[config.mk]
export PLATFORM = sky130hd
export DESIGN_NAME = channel_scale_multiply_grad
export DESIGN_NICKNAME = d
export VERILOG_FILES = /design/src/hw/rtl/csmg_pkg.sv /design/src/hw/rtl/csmg_plane_acc.sv /design/src/hw/rtl/channel_scale_multiply_grad.sv
export SDC_FILE = /design/constraint.sdc
export NUM_CORES = 2
export LEC_CHECK = 0
export BUFFER_PORTS_ARGS = -buffer_cell sky130_fd_sc_hd__buf_4
export CORE_ASPECT_RATIO = 0.5
export CORE_MARGIN = 5
export CORE_UTILIZATION = 40
export CTS_CLUSTER_SIZE = 25
export DETAILED_ROUTE_END_ITERATION = 12
export GPL_TIMING_DRIVEN = 0
export PLACE_DENSITY = 0.55
export SYNTH_ARGS = -nofsm -noshare
export SYNTH_HDL_FRONTEND = slang
export SYNTH_SLANG_ARGS = --single-unit
[constraint.sdc]
create_clock -name clk -period 8.8 [get_ports clk]
set_input_delay 0.88 -clock clk [delete_from_list [all_inputs] [get_ports clk]]
set_output_delay 0.88 -clock clk [all_outputs]
set_load 0.005 [all_outputs]
[src/hw/rtl/csmg_pkg.sv]
// Shared widths, register map, status type and rounding helper for the channel scale block.
package csmg_pkg;

  localparam int DATA_W       = 16;   // Q8.8 element width
  localparam int PROD_W       = 32;   // Q16.16 product width
  localparam int SUM_W        = 48;   // scale gradient accumulator width
  localparam int SG_W         = 32;   // presented scale gradient width
  localparam int PLANE_SIZE_W = 13;   // plane_size register width
  localparam int APB_DW       = 32;
  localparam int APB_AW       = 3;

  localparam int MAX_PLANE_DEF = 4096;

  // register index, taken from paddr[2]
  localparam logic REG_MODE       = 1'b0;
  localparam logic REG_PLANE_SIZE = 1'b1;

  localparam logic                    MODE_RST       = 1'b0;
  localparam logic [PLANE_SIZE_W-1:0] PLANE_SIZE_RST = PLANE_SIZE_W'(64);

  typedef struct packed {
    logic                   last;
    logic                   sg_valid;
    logic signed [SG_W-1:0] scale_gradient;
  } plane_stat_t;

  // Q16.16 -> Q8.8, round half up, saturate
  function automatic logic signed [DATA_W-1:0] round_sat16(input logic signed [PROD_W-1:0] prod);
    logic signed [PROD_W:0]   biased;
    logic signed [PROD_W-8:0] shifted;
    biased  = (PROD_W+1)'(prod) + (PROD_W+1)'(128);
    shifted = (PROD_W-7)'(biased >>> 8);
    if (shifted > (PROD_W-7)'(32767)) begin
      return 16'sh7FFF;
    end else if (shifted < -(PROD_W-7)'(32768)) begin
      return 16'sh8000;
    end else begin
      return shifted[DATA_W-1:0];
    end
  endfunction

endpackage

[src/hw/rtl/csmg_plane_acc.sv]
// Plane position counter and scale gradient accumulator.
module csmg_plane_acc #(
  parameter int MAX_PLANE = csmg_pkg::MAX_PLANE_DEF
) (
  input  logic                                     clk,
  input  logic                                     rst_n,
  input  logic                                     upd,
  input  logic                                     backward,
  input  logic        [csmg_pkg::PLANE_SIZE_W-1:0] plane_size,
  input  logic signed [csmg_pkg::PROD_W-1:0]       gf_prod,
  output csmg_pkg::plane_stat_t                    stat
);
  import csmg_pkg::*;

  localparam int PW  = (MAX_PLANE > 1) ? $clog2(MAX_PLANE) : 1;
  localparam int MW  = $clog2(MAX_PLANE + 1);
  localparam int CW  = (MW > PLANE_SIZE_W) ? MW : PLANE_SIZE_W;

  localparam logic [CW-1:0] MAX_C = CW'(MAX_PLANE);
  localparam logic signed [SUM_W-1:0] SG_HI = SUM_W'(64'sh0000_0000_7FFF_FFFF);
  localparam logic signed [SUM_W-1:0] SG_LO = SUM_W'(-64'sh0000_0000_8000_0000);

  logic        [PW-1:0]    pos_r, pos_nxt;
  logic signed [SUM_W-1:0] sum_r, sum_nxt;
  logic signed [SUM_W-1:0] sum_add;
  logic        [CW-1:0]    size_c, eff;
  logic                    last;

  always_comb begin
    size_c = CW'(plane_size);
    if (size_c == '0) begin
      eff = CW'(1);
    end else if (size_c > MAX_C) begin
      eff = MAX_C;
    end else begin
      eff = size_c;
    end
    last = CW'(pos_r) >= (eff - CW'(1));

    sum_add = backward ? (sum_r + SUM_W'(gf_prod)) : sum_r;
    sum_nxt = last ? '0 : sum_add;
    pos_nxt = last ? '0 : pos_r + PW'(1);

    stat.last     = last;
    stat.sg_valid = backward && last;
    if (!(backward && last)) begin
      stat.scale_gradient = '0;
    end else if (sum_add > SG_HI) begin
      stat.scale_gradient = 32'sh7FFF_FFFF;
    end else if (sum_add < SG_LO) begin
      stat.scale_gradient = 32'sh8000_0000;
    end else begin
      stat.scale_gradient = sum_add[SG_W-1:0];
    end
  end

  always_ff @(posedge clk) begin
    if (!rst_n) begin
      pos_r <= '0;
      sum_r <= '0;
    end else if (upd) begin
      pos_r <= pos_nxt;
      sum_r <= sum_nxt;
    end
  end

endmodule

[src/hw/rtl/channel_scale_multiply_grad.sv]
// Top level: channel-wise scale layer, forward product and backward gradients.
//
// Usage:
//  - Input channel (in_*): one tensor element per transfer with its channel
//    scale and, in backward mode, the output gradient. Q8.8 values.
//  - Output channel (out_*): exactly one result per input transfer, in order.
//    out_scale_gradient carries the saturated plane sum on the last element
//    of a plane in backward mode, zero otherwise.
//  - Config (APB): reg 0 at 0x0 is mode, reg 1 at 0x4 is plane_size.
//    Write only while the block is empty.
//  - Path: an accepted element is held in the input register, then in the
//    result register, which drives out_valid until the result transfers.
//  - Throughput: one transfer per cycle unless stalled; both 16x16 multiplies,
//    the rounding and the 48-bit accumulate sit between the two registers.
//  - Stall: out_stall holds the result register; the input register still
//    fills when empty, so in_stall rises only once both are full.
//  - Reset: pipeline emptied, plane position and sum cleared, mode forward,
//    plane_size 64.
module channel_scale_multiply_grad #(
  parameter int MAX_PLANE = csmg_pkg::MAX_PLANE_DEF
) (
  input  logic                                 clk,
  input  logic                                 rst_n,
  // input channel
  input  logic                                 in_valid,
  output logic                                 in_stall,
  input  logic signed [csmg_pkg::DATA_W-1:0]   in_feature_value,
  input  logic signed [csmg_pkg::DATA_W-1:0]   in_channel_scale,
  input  logic signed [csmg_pkg::DATA_W-1:0]   in_output_gradient,
  // result channel
  output logic                                 out_valid,
  input  logic                                 out_stall,
  output logic signed [csmg_pkg::DATA_W-1:0]   out_result_value,
  output logic signed [csmg_pkg::SG_W-1:0]     out_scale_gradient,
  output logic                                 out_scale_gradient_valid,
  output logic                                 out_plane_last,
  // APB config port
  input  logic                                 psel,
  input  logic                                 penable,
  input  logic                                 pwrite,
  input  logic        [csmg_pkg::APB_AW-1:0]   paddr,
  input  logic        [csmg_pkg::APB_DW-1:0]   pwdata,
  output logic        [csmg_pkg::APB_DW-1:0]   prdata,
  output logic                                 pready
);
  import csmg_pkg::*;

  // ---------------- config registers ----------------
  logic                    mode_r;
  logic [PLANE_SIZE_W-1:0] plane_size_r;
  logic                    cfg_wr;

  assign pready = 1'b1;
  assign cfg_wr = psel && penable && pwrite;

  always_ff @(posedge clk) begin
    if (!rst_n) begin
      mode_r       <= MODE_RST;
      plane_size_r <= PLANE_SIZE_RST;
    end else if (cfg_wr) begin
      unique case (paddr[2])
        REG_MODE:       mode_r       <= pwdata[0];
        REG_PLANE_SIZE: plane_size_r <= pwdata[PLANE_SIZE_W-1:0];
        default: ;
      endcase
    end
  end

  always_comb begin
    unique case (paddr[2])
      REG_MODE:       prdata = APB_DW'(mode_r);
      REG_PLANE_SIZE: prdata = APB_DW'(plane_size_r);
      default:        prdata = '0;
    endcase
  end

  // ---------------- pipeline control ----------------
  // Each stage loads when it is empty or its content moves on.
  logic s0_vld_r, out_vld_r;
  logic out_load, s0_load;

  assign out_load = !out_vld_r || !out_stall;
  assign s0_load  = !s0_vld_r || out_load;
  assign in_stall = !s0_load;

  always_ff @(posedge clk) begin
    if (!rst_n) begin
      s0_vld_r  <= 1'b0;
      out_vld_r <= 1'b0;
    end else begin
      if (s0_load)  s0_vld_r  <= in_valid;
      if (out_load) out_vld_r <= s0_vld_r;
    end
  end

  // ---------------- stage 0: input register ----------------
  logic signed [DATA_W-1:0] feat_r, scale_r, grad_r;

  always_ff @(posedge clk) begin
    if (s0_load && in_valid) begin
      feat_r  <= in_feature_value;
      scale_r <= in_channel_scale;
      grad_r  <= in_output_gradient;
    end
  end

  // ---------------- products ----------------
  // Result product uses gradient in backward mode, feature in forward mode.
  logic signed [DATA_W-1:0] mul_a;
  logic signed [PROD_W-1:0] res_prod, gf_prod;

  assign mul_a    = mode_r ? grad_r : feat_r;
  assign res_prod = mul_a * scale_r;
  assign gf_prod  = grad_r * feat_r;

  // ---------------- round, accumulate, result register ----------------
  plane_stat_t stat;
  logic        acc_upd;

  assign acc_upd = out_load && s0_vld_r;

  csmg_plane_acc #(
    .MAX_PLANE (MAX_PLANE)
  ) u_plane_acc (
    .clk        (clk),
    .rst_n      (rst_n),
    .upd        (acc_upd),
    .backward   (mode_r),
    .plane_size (plane_size_r),
    .gf_prod    (gf_prod),
    .stat       (stat)
  );

  logic signed [DATA_W-1:0] res_r;
  plane_stat_t              stat_r;

  always_ff @(posedge clk) begin
    if (acc_upd) begin
      res_r  <= round_sat16(res_prod);
      stat_r <= stat;
    end
  end

  assign out_valid                = out_vld_r;
  assign out_result_value         = res_r;
  assign out_scale_gradient       = stat_r.scale_gradient;
  assign out_scale_gradient_valid = stat_r.sg_valid;
  assign out_plane_last           = stat_r.last;

`ifndef SYNTHESIS
  // A scale gradient is only ever presented on a plane end.
  a_sg_on_last: assert property (@(posedge clk) disable iff (!rst_n)
    out_vld_r |-> (!stat_r.sg_valid || stat_r.last))
    else $error("scale gradient valid without plane end");

  // Scale gradient reads zero whenever it is not valid.
  a_sg_zero: assert property (@(posedge clk) disable iff (!rst_n)
    (out_vld_r && !stat_r.sg_valid) |-> (stat_r.scale_gradient == '0))
    else $error("scale gradient nonzero while not valid");

  // Forward mode never produces a scale gradient.
  a_fwd_no_sg: assert property (@(posedge clk) disable iff (!rst_n)
    (out_vld_r && !mode_r) |-> !stat_r.sg_valid)
    else $error("scale gradient in forward mode");

  // Input backs up only when both stages are occupied and the output is held.
  a_stall_full: assert property (@(posedge clk) disable iff (!rst_n)
    in_stall |-> (s0_vld_r && out_vld_r && out_stall))
    else $error("input stalled with a free pipeline slot");
`endif

endmodule

==> results.md <==
- Outcome: complete, no violations
- Worst Hold End: plane_size_r[11]$_SDFFE_PN0P_
- Max_cap viols: 0
- Post-route minimum period: 8.51 ns
- CTS H-tree depth: 4
- Die area: 85,400 µm²
- Buf/Inv on CP: 5
- CP cell instances: clkbuf_2 -> nand2_1 -> fa_1 -> fa_1 -> fa_1 -> fa_1 -> inv_1 -> fa_1 -> inv_1 -> fa_1 -> inv_1 -> ha_1 -> a21oi_1 -> o21ai_1 -> a221oi_1 -> nand2_1 -> a2111oi_4 -> nor4_2 -> or3_1 -> a31oi_1 -> nor2_1 -> a21oi_1 -> buf_2 -> a21oi_1
- DP HPWL: 74,000 µm
- Slowest cell on the critical path: edfxtp_1
- Relative slew slack: 28.9%
- DP Worst Slack: -2.11 ns
- Hold_sp: plane_size_r[11]$_SDFFE_PN0P_
- R2R Setup Slk: 0.29 ns
- Fill cells: 7,655
- CP top delay family: adder cells
- Row cnt: 73
- Placed Instances: 4,577
- Antenna-violating nets left: 0
- Clock sink total: 174
- Vias per cell: 4.99
- Worst path most repeated cell: fa_1
- Critical R2R Launch: grad_r[9]$_DFFE_PP_
- Worst setup margin: 0.285 ns
- Worst EP arrival: 8.75 ns
- Synth warn: 0
- Most frequent cells in the layout: inv_1 (722), fa_1 (619), nand2_1 (417), and2_1 (253), ha_1 (221)
- Initial drt markers: 1,315
- IO Count: 175
- Fin. max-slew vios: 0
- Largest net degree at the start of global routing: 60
- Critical Path Sink Type: register
- Gr ovfl total: 0
- Async set-reset flop share out of synthesis: 0%
- Syn Area/Cell: 9.40 µm²
- Final hold violations: 0
- Clk_lat worst skew: 0.51 ns
- Fin cells: 4,642
- Post-CTS Hold Fix Bufs: 0
- R2r worst-path depth: 24
- Share of the yosys chip area belonging to registers: 14.1%
- Input/output buffers: 132
- Max Clk Rate: 0.117 GHz
- Residual DRC: 0
- Core area: 79,000 µm²
- Worst hold-check path type: register to register
- Final WL: 88,600 µm
- Most common cell after layout, fill and taps aside: inv_1
- Final net count: 4,520
- Mapped Area: 31,700 µm²
- Reg2reg end: out_scale_gradient[24]$_SDFFCE_PN0P_
- # setup viols final: 0
- DR pass1 iterations: 6
- CTS max path bufs: 2
- Vias in the first global route: 25,300
- Worst clock skew: 0.0244 ns
- Initial antenna violation count: 1
- Register clock-pin slew on the reported worst setup and hold paths: 0.08 ns
- Total number of vias: 23,200
- Post-synth EDFFs: 98
- Seq cells post-synth: 174
- Post-synth cell types: 87
- Crit path kind: register to register
- CTS root buffer: clkbuf_16
- CTS tree: yes
- Crit-path max FO: 10
- Area delta synth->final: 11.6%
- Hold Crit Depth: 2
- Routed len/inst: 19.1 µm
- Share of post-route cells with drive strength above 1: 10.2%
- Placer Congestion: 0.911
- Ys flop type: edfxtp_1
- Period utilization: 96.8%
- Die Height: 209 µm
- Total CTS buffers: 17
- Die span in x: 408 µm
- Tot GR Track Use: 21.6%
- Worst-margin pin slew: 1.07 ns
- Startpoint Class: register
- Initial Util: 40.2%
- CP max stage delay: 0.67 ns
- CP Data Required Time: 9.03 ns
- First-pass GRT wire length: 144,000 µm
- Cells after Synth: 3,375
==> cells by family (layout without fill, tap and decap cells) <==
kind of cell    after synthesis  in the layout  share of synthesized area, %
simple gates                966            966                          15.0
buf+inv                     878           1076                          10.7
fa+ha+maj                   852            852                          48.5
compound gates              375            375                          7.82
flops                       174            174                          14.1
xor+xnor                     86             86                          2.48
mux                          42             42                          1.41
other cells                   2             21                        0.0237
==> cell type report <==
type                       count  area, µm²  share of cell area, %
antenna                        1       2.50                0.00707
buffer                       142        818                   2.31
clock buffer                  17        425                   1.20
clock inverter                15        169                  0.477
inverter                     727       2740                   7.75
multi-input combinational   2341      24100                   68.2
sequential                   174       4460                   12.6
tap                         1050       1310                   3.71
timing repair buffer         174       1330                   3.76
timing repair inverter         1       5.00                 0.0141
==> worst min-delay path, cell delays in order, from the launching register on <==
cell,delay (ns)
dfxtp_1,0.34
nand2_1,0.05
a21boi_0,0.06
==> per-layer routing <==
layer / share of wire, % / GRT usage [%] / vias up
met3: 4.3 / 3.02 / 106
met2: 49 / 37.3 / 477
met4: 2.9 / 5.94 / 0
met5: 0 / 0 / -
li1: - / - / 10800
met1: 44 / 28.5 / 11800
==> repair_timing <==
item,4_1_cts,5_1_grt
buffers inserted,13,27
gates resized for setup,65,88
pin swaps,5,9
endpoints found under the setup margin,52,46
cloned,0,1
==> sequential cells by signal, indices dropped and copies added, names as in the netlist <==
name,count
mode_r,1
grad_r,16
out_result_value,16
out_valid,1
out_scale_gradient,32
s0_vld_r,1
out_scale_gradient_valid,1
u_plane_acc.pos_r,12
scale_r,16
out_plane_last,1
u_plane_acc.sum_r,48
plane_size_r,13
feat_r,16
==> worst max path at each step <==
stage                                    from                              endpoint  depth (start not counted)
after global routing      feat_r[1]$_DFFE_PP_  out_scale_gradient[24]$_SDFFCE_PN0P_                         29
after CTS                 mode_r$_SDFFE_PN0P_     out_result_value[6]$_SDFFCE_PN1P_                         31
final                     grad_r[9]$_DFFE_PP_  out_scale_gradient[24]$_SDFFCE_PN0P_                         24
after global placement    mode_r$_SDFFE_PN0P_     out_result_value[6]$_SDFFCE_PN1P_                         32
after floorplan           mode_r$_SDFFE_PN0P_    out_result_value[11]$_SDFFCE_PN1P_                         32
after detailed placement  mode_r$_SDFFE_PN0P_     out_result_value[6]$_SDFFCE_PN1P_                         32
==> stage by stage <==
stage          hold WS [ns]  setup TNS (ns)  util [%]  area [µm²]
2_1_floorplan         0.461               0         -       31800
3_3_place_gp          0.485          -64.80      43.2       34100
3_5_place_dp          0.490          -65.96      43.2       34200
4_1_cts               0.505               0      44.3       35000
5_1_grt               0.518          -0.341      44.8       35400
6_report              0.497               0      44.8       35400
==> synth_stat cells (all sizes together) (15+ instances only) <==
master / count / area, µm²
inv: 725 / 2720
and2: 254 / 1590
nor3: 28 / 156
fa: 629 / 12600
xnor2: 56 / 505
or2: 17 / 106
o21a: 15 / 113
mux2i: 27 / 274
clkbuf: 118 / 443
nand2: 418 / 1570
dfxtp: 76 / 1520
nand4: 23 / 144
a31oi: 15 / 109
buf: 33 / 238
nor2b: 37 / 231
nand3: 29 / 145
edfxtp: 98 / 2940
ha: 223 / 2790
o21ai: 73 / 384
a21o: 32 / 240
mux2: 15 / 173
a21oi: 127 / 636
xor2: 30 / 282
nor2: 103 / 387
Power is left out: the tool's default activity adds up to more than one toggle a clock period on the data nets, which glitch-free logic cannot reach.
